<file path="config.mk">
export PLATFORM = sky130hd
export DESIGN_NAME = xorshift64star_bounded_rng_unit_flat
export DESIGN_NICKNAME = d
export VERILOG_FILES = /design/src/rtl/xsr_pkg.sv /design/src/rtl/xsr_if.sv /design/src/rtl/xsr_mul.sv /design/src/rtl/xsr_div.sv /design/src/rtl/xorshift64star_bounded_rng_unit.sv /design/src/flat_wrapper.sv
export SDC_FILE = /design/constraint.sdc
export NUM_CORES = 2
export LEC_CHECK = 0
export BUFFER_PORTS_ARGS = -buffer_cell sky130_fd_sc_hd__buf_2
export CAP_MARGIN = 10
export CORE_UTILIZATION = 34
export DETAILED_ROUTE_END_ITERATION = 16
export GPL_TIMING_DRIVEN = 1
export PLACE_DENSITY = 0.46
export SLEW_MARGIN = 15
export SYNTH_ARGS = -nofsm -noshare
export SYNTH_HDL_FRONTEND = slang
export SYNTH_SLANG_ARGS = --single-unit
</file>
<file path="constraint.sdc">
create_clock -name clk -period 24.1 [get_ports clk]
set_input_delay 1.205 -clock clk [delete_from_list [all_inputs] [get_ports clk]]
set_output_delay 1.205 -clock clk [all_outputs]
set_load 0.05 [all_outputs]
</file>
<file path="src/rtl/xsr_pkg.sv">
package xsr_pkg;

  localparam int XSR_W          = 64;
  localparam int XSR_CNT_W      = $clog2(XSR_W + 1);
  localparam int XSR_SH_A       = 12;
  localparam int XSR_SH_B       = 25;
  localparam int XSR_SH_C       = 27;
  localparam int XSR_WARMUP     = 16;
  localparam int XSR_WARMUP_W   = $clog2(XSR_WARMUP);
  localparam int XSR_PAGE_BYTES = 4096;

  typedef logic [XSR_W-1:0] word_t;

  localparam word_t XSR_FALLBACK = 64'h853c49e6748fea9b;
  localparam word_t XSR_OUT_MULT = 64'h2545f4914f6cdd1d;

  typedef enum logic [1:0] {
    REQ_SEED    = 2'd0,
    REQ_RAW     = 2'd1,
    REQ_BOUNDED = 2'd2,
    REQ_PAGE    = 2'd3
  } req_t;

  // status of a serial arithmetic unit
  typedef struct packed {
    logic busy;
    logic done;
  } su_stat_t;

  function automatic word_t xs_step(input word_t x);
    word_t y;
    y = x ^ (x >> XSR_SH_A);
    y = y ^ (y << XSR_SH_B);
    y = y ^ (y >> XSR_SH_C);
    return y;
  endfunction

endpackage

</file>
<file path="src/rtl/xsr_if.sv">
interface xsr_in_if;
  import xsr_pkg::*;

  logic        valid;
  logic        ready;
  logic [1:0]  req_type;
  word_t       seed_value;
  word_t       bound;

  modport source(output valid, output req_type, output seed_value, output bound, input ready);
  modport sink(input valid, input req_type, input seed_value, input bound, output ready);
endinterface

interface xsr_out_if;
  import xsr_pkg::*;

  logic  valid;
  logic  ready;
  word_t value;

  modport source(output valid, output value, input ready);
  modport sink(input valid, input value, output ready);
endinterface

</file>
<file path="src/rtl/xsr_mul.sv">
module xsr_mul (
  input  logic             clk,
  input  logic             rst_n,
  input  logic             start,
  input  xsr_pkg::word_t   a,
  input  xsr_pkg::word_t   b,
  output xsr_pkg::su_stat_t stat,
  output xsr_pkg::word_t   prod
);
  import xsr_pkg::*;

  word_t                acc_r, acc_nxt;
  word_t                a_r, a_nxt;
  word_t                b_r, b_nxt;
  logic [XSR_CNT_W-1:0] cnt_r, cnt_nxt;
  logic                 busy_r, busy_nxt;
  logic                 done_r, done_nxt;

  // shift-add, one multiplier bit per cycle, low word kept
  always_comb begin
    acc_nxt  = acc_r;
    a_nxt    = a_r;
    b_nxt    = b_r;
    cnt_nxt  = cnt_r;
    busy_nxt = busy_r;
    done_nxt = 1'b0;
    if (start) begin
      acc_nxt  = '0;
      a_nxt    = a;
      b_nxt    = b;
      cnt_nxt  = XSR_CNT_W'(XSR_W);
      busy_nxt = 1'b1;
    end else if (busy_r) begin
      if (b_r[0]) begin
        acc_nxt = acc_r + a_r;
      end
      a_nxt   = a_r << 1;
      b_nxt   = b_r >> 1;
      cnt_nxt = cnt_r - XSR_CNT_W'(1);
      if (cnt_r == XSR_CNT_W'(1)) begin
        busy_nxt = 1'b0;
        done_nxt = 1'b1;
      end
    end
  end

  always_ff @(posedge clk) begin
    if (!rst_n) begin
      busy_r <= 1'b0;
      done_r <= 1'b0;
    end else begin
      busy_r <= busy_nxt;
      done_r <= done_nxt;
    end
    acc_r <= acc_nxt;
    a_r   <= a_nxt;
    b_r   <= b_nxt;
    cnt_r <= cnt_nxt;
  end

  assign stat.busy = busy_r;
  assign stat.done = done_r;
  assign prod      = acc_r;

endmodule

</file>
<file path="src/rtl/xsr_div.sv">
module xsr_div (
  input  logic              clk,
  input  logic              rst_n,
  input  logic              start,
  input  xsr_pkg::word_t    num,
  input  xsr_pkg::word_t    den,
  output xsr_pkg::su_stat_t stat,
  output xsr_pkg::word_t    rem
);
  import xsr_pkg::*;

  word_t                rem_r, rem_nxt;
  word_t                num_r, num_nxt;
  word_t                den_r, den_nxt;
  logic [XSR_CNT_W-1:0] cnt_r, cnt_nxt;
  logic                 busy_r, busy_nxt;
  logic                 done_r, done_nxt;
  logic [XSR_W:0]       trial;

  // restoring remainder, one dividend bit per cycle
  always_comb begin
    rem_nxt  = rem_r;
    num_nxt  = num_r;
    den_nxt  = den_r;
    cnt_nxt  = cnt_r;
    busy_nxt = busy_r;
    done_nxt = 1'b0;
    trial    = {rem_r, num_r[XSR_W-1]};
    if (start) begin
      rem_nxt  = '0;
      num_nxt  = num;
      den_nxt  = den;
      cnt_nxt  = XSR_CNT_W'(XSR_W);
      busy_nxt = 1'b1;
    end else if (busy_r) begin
      if (trial >= {1'b0, den_r}) begin
        rem_nxt = XSR_W'(trial - {1'b0, den_r});
      end else begin
        rem_nxt = XSR_W'(trial);
      end
      num_nxt = num_r << 1;
      cnt_nxt = cnt_r - XSR_CNT_W'(1);
      if (cnt_r == XSR_CNT_W'(1)) begin
        busy_nxt = 1'b0;
        done_nxt = 1'b1;
      end
    end
  end

  always_ff @(posedge clk) begin
    if (!rst_n) begin
      busy_r <= 1'b0;
      done_r <= 1'b0;
    end else begin
      busy_r <= busy_nxt;
      done_r <= done_nxt;
    end
    rem_r <= rem_nxt;
    num_r <= num_nxt;
    den_r <= den_nxt;
    cnt_r <= cnt_nxt;
  end

  assign stat.busy = busy_r;
  assign stat.done = done_r;
  assign rem       = rem_r;

endmodule

</file>
<file path="src/rtl/xorshift64star_bounded_rng_unit.sv">
// channel   dir  handshake     payload
// in_ch     in   valid/ready   req_type[1:0], seed_value[63:0], bound[63:0]
// out_ch    out  valid/ready   value[63:0]
//
// One request at a time. Seed: warm-up advances, no beat out. Raw: one advance
// and multiply. Bounded: a draw, repeated per rejected draw, then a remainder;
// page adds a multiply. Multiplier and remainder units are bit-serial (64 steps).
// The threshold remainder runs alongside the first draw's multiply.
// A finished beat waits in the output register; a new request is taken
// meanwhile, and its result waits until that register frees up.
// Synchronous reset loads the fallback seed and empties the output register.
module xorshift64star_bounded_rng_unit #(
  parameter int unsigned PAGE_BYTES = xsr_pkg::XSR_PAGE_BYTES
) (
  input logic       clk,
  input logic       rst_n,
  xsr_in_if.sink    in_ch,
  xsr_out_if.source out_ch
);
  import xsr_pkg::*;

  typedef enum logic [2:0] {
    ST_IDLE,
    ST_SEED,
    ST_ADV,
    ST_MULW,
    ST_CHK,
    ST_MODW,
    ST_PGW,
    ST_DONE
  } state_t;

  state_t                  state_r, state_nxt;
  req_t                    kind_r, kind_nxt;
  word_t                   gen_r, gen_nxt;
  word_t                   bound_r, bound_nxt;
  word_t                   draw_r, draw_nxt;
  word_t                   res_r, res_nxt;
  word_t                   out_value_r, out_value_nxt;
  logic                    out_valid_r, out_valid_nxt;
  logic [XSR_WARMUP_W-1:0] seed_cnt_r, seed_cnt_nxt;

  logic     in_fire;
  word_t    adv;
  logic     mul_start, div_start;
  word_t    mul_a, mul_b, mul_prod;
  word_t    div_num, div_den, div_rem;
  su_stat_t mul_st, div_st;

  assign in_fire = in_ch.valid && in_ch.ready;
  assign adv     = xs_step(gen_r);

  assign mul_a   = (state_r == ST_ADV) ? adv : div_rem;
  assign mul_b   = (state_r == ST_ADV) ? XSR_OUT_MULT : XSR_W'(PAGE_BYTES);
  assign div_num = (state_r == ST_IDLE) ? (word_t'(0) - in_ch.bound) : draw_r;
  assign div_den = (state_r == ST_IDLE) ? in_ch.bound : bound_r;

  xsr_mul u_mul (
    .clk   (clk),
    .rst_n (rst_n),
    .start (mul_start),
    .a     (mul_a),
    .b     (mul_b),
    .stat  (mul_st),
    .prod  (mul_prod)
  );

  xsr_div u_div (
    .clk   (clk),
    .rst_n (rst_n),
    .start (div_start),
    .num   (div_num),
    .den   (div_den),
    .stat  (div_st),
    .rem   (div_rem)
  );

  always_comb begin
    state_nxt     = state_r;
    kind_nxt      = kind_r;
    gen_nxt       = gen_r;
    bound_nxt     = bound_r;
    draw_nxt      = draw_r;
    res_nxt       = res_r;
    out_value_nxt = out_value_r;
    out_valid_nxt = out_valid_r;
    seed_cnt_nxt  = seed_cnt_r;
    mul_start     = 1'b0;
    div_start     = 1'b0;

    if (out_valid_r && out_ch.ready) begin
      out_valid_nxt = 1'b0;
    end

    case (state_r)
      ST_IDLE: begin
        if (in_fire) begin
          kind_nxt  = req_t'(in_ch.req_type);
          bound_nxt = in_ch.bound;
          case (req_t'(in_ch.req_type))
            REQ_SEED: begin
              gen_nxt      = (in_ch.seed_value == '0) ? XSR_FALLBACK : in_ch.seed_value;
              seed_cnt_nxt = '0;
              state_nxt    = ST_SEED;
            end
            REQ_RAW: begin
              state_nxt = ST_ADV;
            end
            default: begin
              // bound of zero or one gives zero and leaves the state alone
              if (in_ch.bound[XSR_W-1:1] == '0) begin
                res_nxt   = '0;
                state_nxt = ST_DONE;
              end else begin
                div_start = 1'b1;
                state_nxt = ST_ADV;
              end
            end
          endcase
        end
      end
      ST_SEED: begin
        gen_nxt      = adv;
        seed_cnt_nxt = seed_cnt_r + XSR_WARMUP_W'(1);
        if (seed_cnt_r == XSR_WARMUP_W'(XSR_WARMUP - 1)) begin
          state_nxt = ST_IDLE;
        end
      end
      ST_ADV: begin
        gen_nxt   = adv;
        mul_start = 1'b1;
        state_nxt = ST_MULW;
      end
      ST_MULW: begin
        if (mul_st.done) begin
          if (kind_r == REQ_RAW) begin
            res_nxt   = mul_prod;
            state_nxt = ST_DONE;
          end else begin
            draw_nxt  = mul_prod;
            state_nxt = ST_CHK;
          end
        end
      end
      ST_CHK: begin
        // divider holds the rejection threshold here
        if (!div_st.busy) begin
          if (draw_r < div_rem) begin
            state_nxt = ST_ADV;
          end else begin
            div_start = 1'b1;
            state_nxt = ST_MODW;
          end
        end
      end
      ST_MODW: begin
        if (div_st.done) begin
          if (kind_r == REQ_PAGE) begin
            mul_start = 1'b1;
            state_nxt = ST_PGW;
          end else begin
            res_nxt   = div_rem;
            state_nxt = ST_DONE;
          end
        end
      end
      ST_PGW: begin
        if (mul_st.done) begin
          res_nxt   = mul_prod;
          state_nxt = ST_DONE;
        end
      end
      ST_DONE: begin
        if (!out_valid_r || out_ch.ready) begin
          out_value_nxt = res_r;
          out_valid_nxt = 1'b1;
          state_nxt     = ST_IDLE;
        end
      end
      default: begin
        state_nxt = ST_IDLE;
      end
    endcase
  end

  always_ff @(posedge clk) begin
    if (!rst_n) begin
      state_r     <= ST_IDLE;
      gen_r       <= XSR_FALLBACK;
      out_valid_r <= 1'b0;
    end else begin
      state_r     <= state_nxt;
      gen_r       <= gen_nxt;
      out_valid_r <= out_valid_nxt;
    end
    kind_r      <= kind_nxt;
    bound_r     <= bound_nxt;
    draw_r      <= draw_nxt;
    res_r       <= res_nxt;
    out_value_r <= out_value_nxt;
    seed_cnt_r  <= seed_cnt_nxt;
  end

  assign in_ch.ready  = (state_r == ST_IDLE);
  assign out_ch.valid = out_valid_r;
  assign out_ch.value = out_value_r;

endmodule

</file>
<file path="src/flat_wrapper.sv">
// flat-port wrapper written by rule: the top's interface ports become plain ports
module xorshift64star_bounded_rng_unit_flat import xsr_pkg::*;
#(
  parameter int unsigned PAGE_BYTES = xsr_pkg::XSR_PAGE_BYTES
)
  (clk, rst_n, in_ch_valid, in_ch_req_type, in_ch_seed_value, in_ch_bound, in_ch_ready, out_ch_valid, out_ch_value, out_ch_ready);
  xsr_in_if in_ch_i ();
  xsr_out_if out_ch_i ();
  input logic clk;
  input logic rst_n;
  input wire logic [$bits(in_ch_i.valid)-1:0] in_ch_valid;
  input wire logic [$bits(in_ch_i.req_type)-1:0] in_ch_req_type;
  input wire logic [$bits(in_ch_i.seed_value)-1:0] in_ch_seed_value;
  input wire logic [$bits(in_ch_i.bound)-1:0] in_ch_bound;
  output wire logic [$bits(in_ch_i.ready)-1:0] in_ch_ready;
  output wire logic [$bits(out_ch_i.valid)-1:0] out_ch_valid;
  output wire logic [$bits(out_ch_i.value)-1:0] out_ch_value;
  input wire logic [$bits(out_ch_i.ready)-1:0] out_ch_ready;
  assign in_ch_i.valid = in_ch_valid;
  assign in_ch_i.req_type = in_ch_req_type;
  assign in_ch_i.seed_value = in_ch_seed_value;
  assign in_ch_i.bound = in_ch_bound;
  assign in_ch_ready = in_ch_i.ready;
  assign out_ch_valid = out_ch_i.valid;
  assign out_ch_value = out_ch_i.value;
  assign out_ch_i.ready = out_ch_ready;
  xorshift64star_bounded_rng_unit #(.PAGE_BYTES(PAGE_BYTES)) u_core (.clk(clk), .rst_n(rst_n), .in_ch(in_ch_i), .out_ch(out_ch_i));
endmodule
</file>
==> out/results.ini <==
[detailed_routing]
viasPerCell=5.46
routed_wire_length_per_instance_um=23.9
num_vias=31614
first_iter_violations=3047
firstDrtPassIters=6
ant_nets=0
finalWirelength_um=138000
drc=0

[layout]
most-common-layout-cells=564 x sky130_fd_sc_hd__nand2_1, 516 x sky130_fd_sc_hd__edfxtp_1, 395 x sky130_fd_sc_hd__nor2_1
drive_gt1_share_pct=9.63
most_common_cell_after_layout_fill_and_taps_aside=sky130_fd_sc_hd__nand2_1
synthToLayoutAreaGrowth_pct=13.5
design.final.nets=4538

[global_route]
grt.met3_usage_pct=3.44
globalRouteMet1Util_pct=35.9
grt_overflow=0
global_route.peak_usage_layer=met1
grt_start_max_net_pins=82
antenna_found_initial=9
grt_first_pass_wirelength_um=202000
track_usage_pct=23.1
grt_pass1_vias=30115
gr-usage-met2_pct=32.7

[cts]
clkSinkCount=730
clock_latency_on_the_worst_skew_pair_ps=680
clk_root_buffer_cell=sky130_fd_sc_hd__clkbuf_16
cts-htree-levels=3
clkTransAtPathRegs_ps=60
cts_tree=done
cts-root-to-sink-buffers=3
cts-buffers-inserted=87
post_cts.repair.setup_buffers=0
cts.repair.resized=0
hold_buffers=0

[min_path]
worstHoldPathType=reg -> reg

[timing]
clock.fmax_mhz=187
tns_ps=0
worst_margin_slew_ps=1230
min_period_over_period_pct=22.2
final_period_minus_worst_setup_slack_ps=5340
slew_viol_final=0
rsz0062_at_grt=no
finalHoldViolations=0
setup_ws_ps=18760
timing.slew.headroom_pct=16.9
timing.final.setup_violations=0
clock_skew_ps=25.9

[outcome]
outcome=completed

[placement]
placer_congestion_estimate=0.916
post-place-ws_ps=18120
hpwl_um=102000
buffer_ports.inserted=199

[setup_path]
critPathArrivalTime_ps=5610
critical_path_peak_fanout=76
worstPathRequired_ps=24360
start_kind=primary input
critPathCaptureType=flip-flop
ff2ff_setup_slack_ps=19060
worst-setup-path-type=in -> reg

[die]
initial_core_util_pct=34.5
ios=200
rows=124
floorplan.die_area_um2=118000
die_height_um=343
die_w_um=343
coreArea_um2=115000

[power]
power_leakage_uw=0.0173
power.ir.vdd_worst_uv=94.3
power.density_nw_per_um2=131

[yosys]
ys_flop_type=sky130_fd_sc_hd__edfxtp_1
synth_cell_type_count=74
yosysSeqAreaShare_pct=49.9
ys_ff_latch=730
syn-mean-instance-area_um2=9.68
syn_nets=4428
ys_async_sr_fraction_pct=0
synthesis.area_um2=39600
yosys_warnings=0
synthesis.instances=4096
synth_edf_count=516

[run]
maxCapViolations=0

## cell usage after synthesis (26+ instances only)
cell type | n | area share [%]
sky130_fd_sc_hd__nand2_1 | 568 | 5.4
sky130_fd_sc_hd__edfxtp_1 | 516 | 39
sky130_fd_sc_hd__nor2_1 | 399 | 3.8
sky130_fd_sc_hd__a21oi_1 | 338 | 4.3
sky130_fd_sc_hd__dfxtp_1 | 214 | 11
sky130_fd_sc_hd__ha_1 | 196 | 6.2
sky130_fd_sc_hd__xnor2_1 | 188 | 4.2
sky130_fd_sc_hd__clkbuf_1 | 184 | 1.7
sky130_fd_sc_hd__inv_1 | 172 | 1.6
sky130_fd_sc_hd__o21ai_0 | 167 | 2.1
sky130_fd_sc_hd__xor2_1 | 129 | 2.9
sky130_fd_sc_hd__a21o_1 | 107 | 2.0
sky130_fd_sc_hd__a22o_1 | 81 | 1.8
sky130_fd_sc_hd__nor3_1 | 74 | 0.93
sky130_fd_sc_hd__a22oi_1 | 69 | 1.3
sky130_fd_sc_hd__nand3_1 | 69 | 0.87
sky130_fd_sc_hd__o22ai_1 | 53 | 0.84
sky130_fd_sc_hd__o211ai_1 | 52 | 0.98
sky130_fd_sc_hd__a211oi_1 | 49 | 0.93
sky130_fd_sc_hd__nand4_1 | 47 | 0.74
sky130_fd_sc_hd__nor4_1 | 43 | 0.68
sky130_fd_sc_hd__a31oi_1 | 41 | 0.65
sky130_fd_sc_hd__and2_1 | 39 | 0.62
sky130_fd_sc_hd__o21bai_1 | 31 | 0.59
sky130_fd_sc_hd__or3_1 | 26 | 0.41
## path summary, 6_finish.rpt
path,startpoint,to,cells past startpoint
max,in_ch_bound[5],u_core.u_div.num_r[34]$_DFFE_PP_,10
min,u_core.res_r[45]$_DFFE_PP_,u_core.out_ch.value[45]$_DFFE_PP_,0
max reg2reg,u_core.u_div.rem[41]$_SDFFE_PP0P_,u_core.u_div.num_r[34]$_DFFE_PP_,12
min reg2reg,u_core.res_r[45]$_DFFE_PP_,u_core.out_ch.value[45]$_DFFE_PP_,0
## flip-flops by register name, indices dropped and copies added, names as in the netlist, 64 cells and up
signal               flops
u_core.gen_r            64
u_core.out_ch.value     64
u_core.u_div.den_r      64
u_core.bound_r          64
u_core.u_div.num_r      64
u_core.u_mul.a_r        64
u_core.res_r            64
u_core.u_mul.prod       64
u_core.u_div.rem        64
u_core.draw_r           64
## cell type report
type                            count  area [um2]
Sequential cell                   730       19800
Fill cell                       11630       70000
Clock inverter                     41         490
Multi-Input combinational cell   2972       18500
Tap cell                         1512        1890
Antenna cell                        1        2.50
Inverter                          177         668
Clock buffer                      121        2420
Timing Repair Buffer              238        1290
## worst max-delay path, cell delays in order
cell and delay (ps):
sky130_fd_sc_hd__buf_2 140, sky130_fd_sc_hd__or4_4 590, sky130_fd_sc_hd__or4_4 490, sky130_fd_sc_hd__or3_1 500
sky130_fd_sc_hd__or4_4 460, sky130_fd_sc_hd__nor3_4 300, sky130_fd_sc_hd__nand3b_2 250, sky130_fd_sc_hd__and3b_1 650
sky130_fd_sc_hd__inv_4 400, sky130_fd_sc_hd__buf_4 480
## power by group
part | switching, uW | internal, uW | total [uW]
clock | 559 | 810 | 1370
combinational | 1730 | 790 | 2520
sequential | 203 | 1810 | 2020
## metrics by stage
step / instances / util [%] / hold slack [ps] / cell area (um2) / total power (uW)
final: 5792 / 39.1 / 413 / 45000 / 5900
after detailed placement: 5629 / 36.6 / 405 / 42100 / 4550
after global routing: 5791 / 39.1 / 421 / 45000 / 6250
after global placement: 5629 / 36.6 / 404 / 42100 / 4560
after CTS: 5791 / 39.1 / 417 / 45000 / 5940
after floorplan: 4096 / - / 400 / 39600 / 3680
## layer usage
layer / share of wire (%) / wire length, um / vias to the layer above
met3: 6.1 / 8460 / 150
met4: 2.4 / 3270 / 4
met2: 41 / 56700 / 963
met5: 0.014 / 19 / -
li1: - / - / 15068
met1: 51 / 69900 / 15429
## kinds of logic (layout without fill, tap and decap cells)
family,Yosys count,count (layout),share of synthesized area [%]
buffers and inverters,394,577,3.82
xor gates and xnor gates,317,317,7.01
AOI/OAI and AO/OA,1091,1091,17.7
other,0,1,0
muxes,3,3,0.0758
DFF,730,730,49.9
adders and majority gates,198,198,6.29
and+or+nand+nor,1363,1363,15.2
No activity file was read; power rests on OpenSTA's default activity.
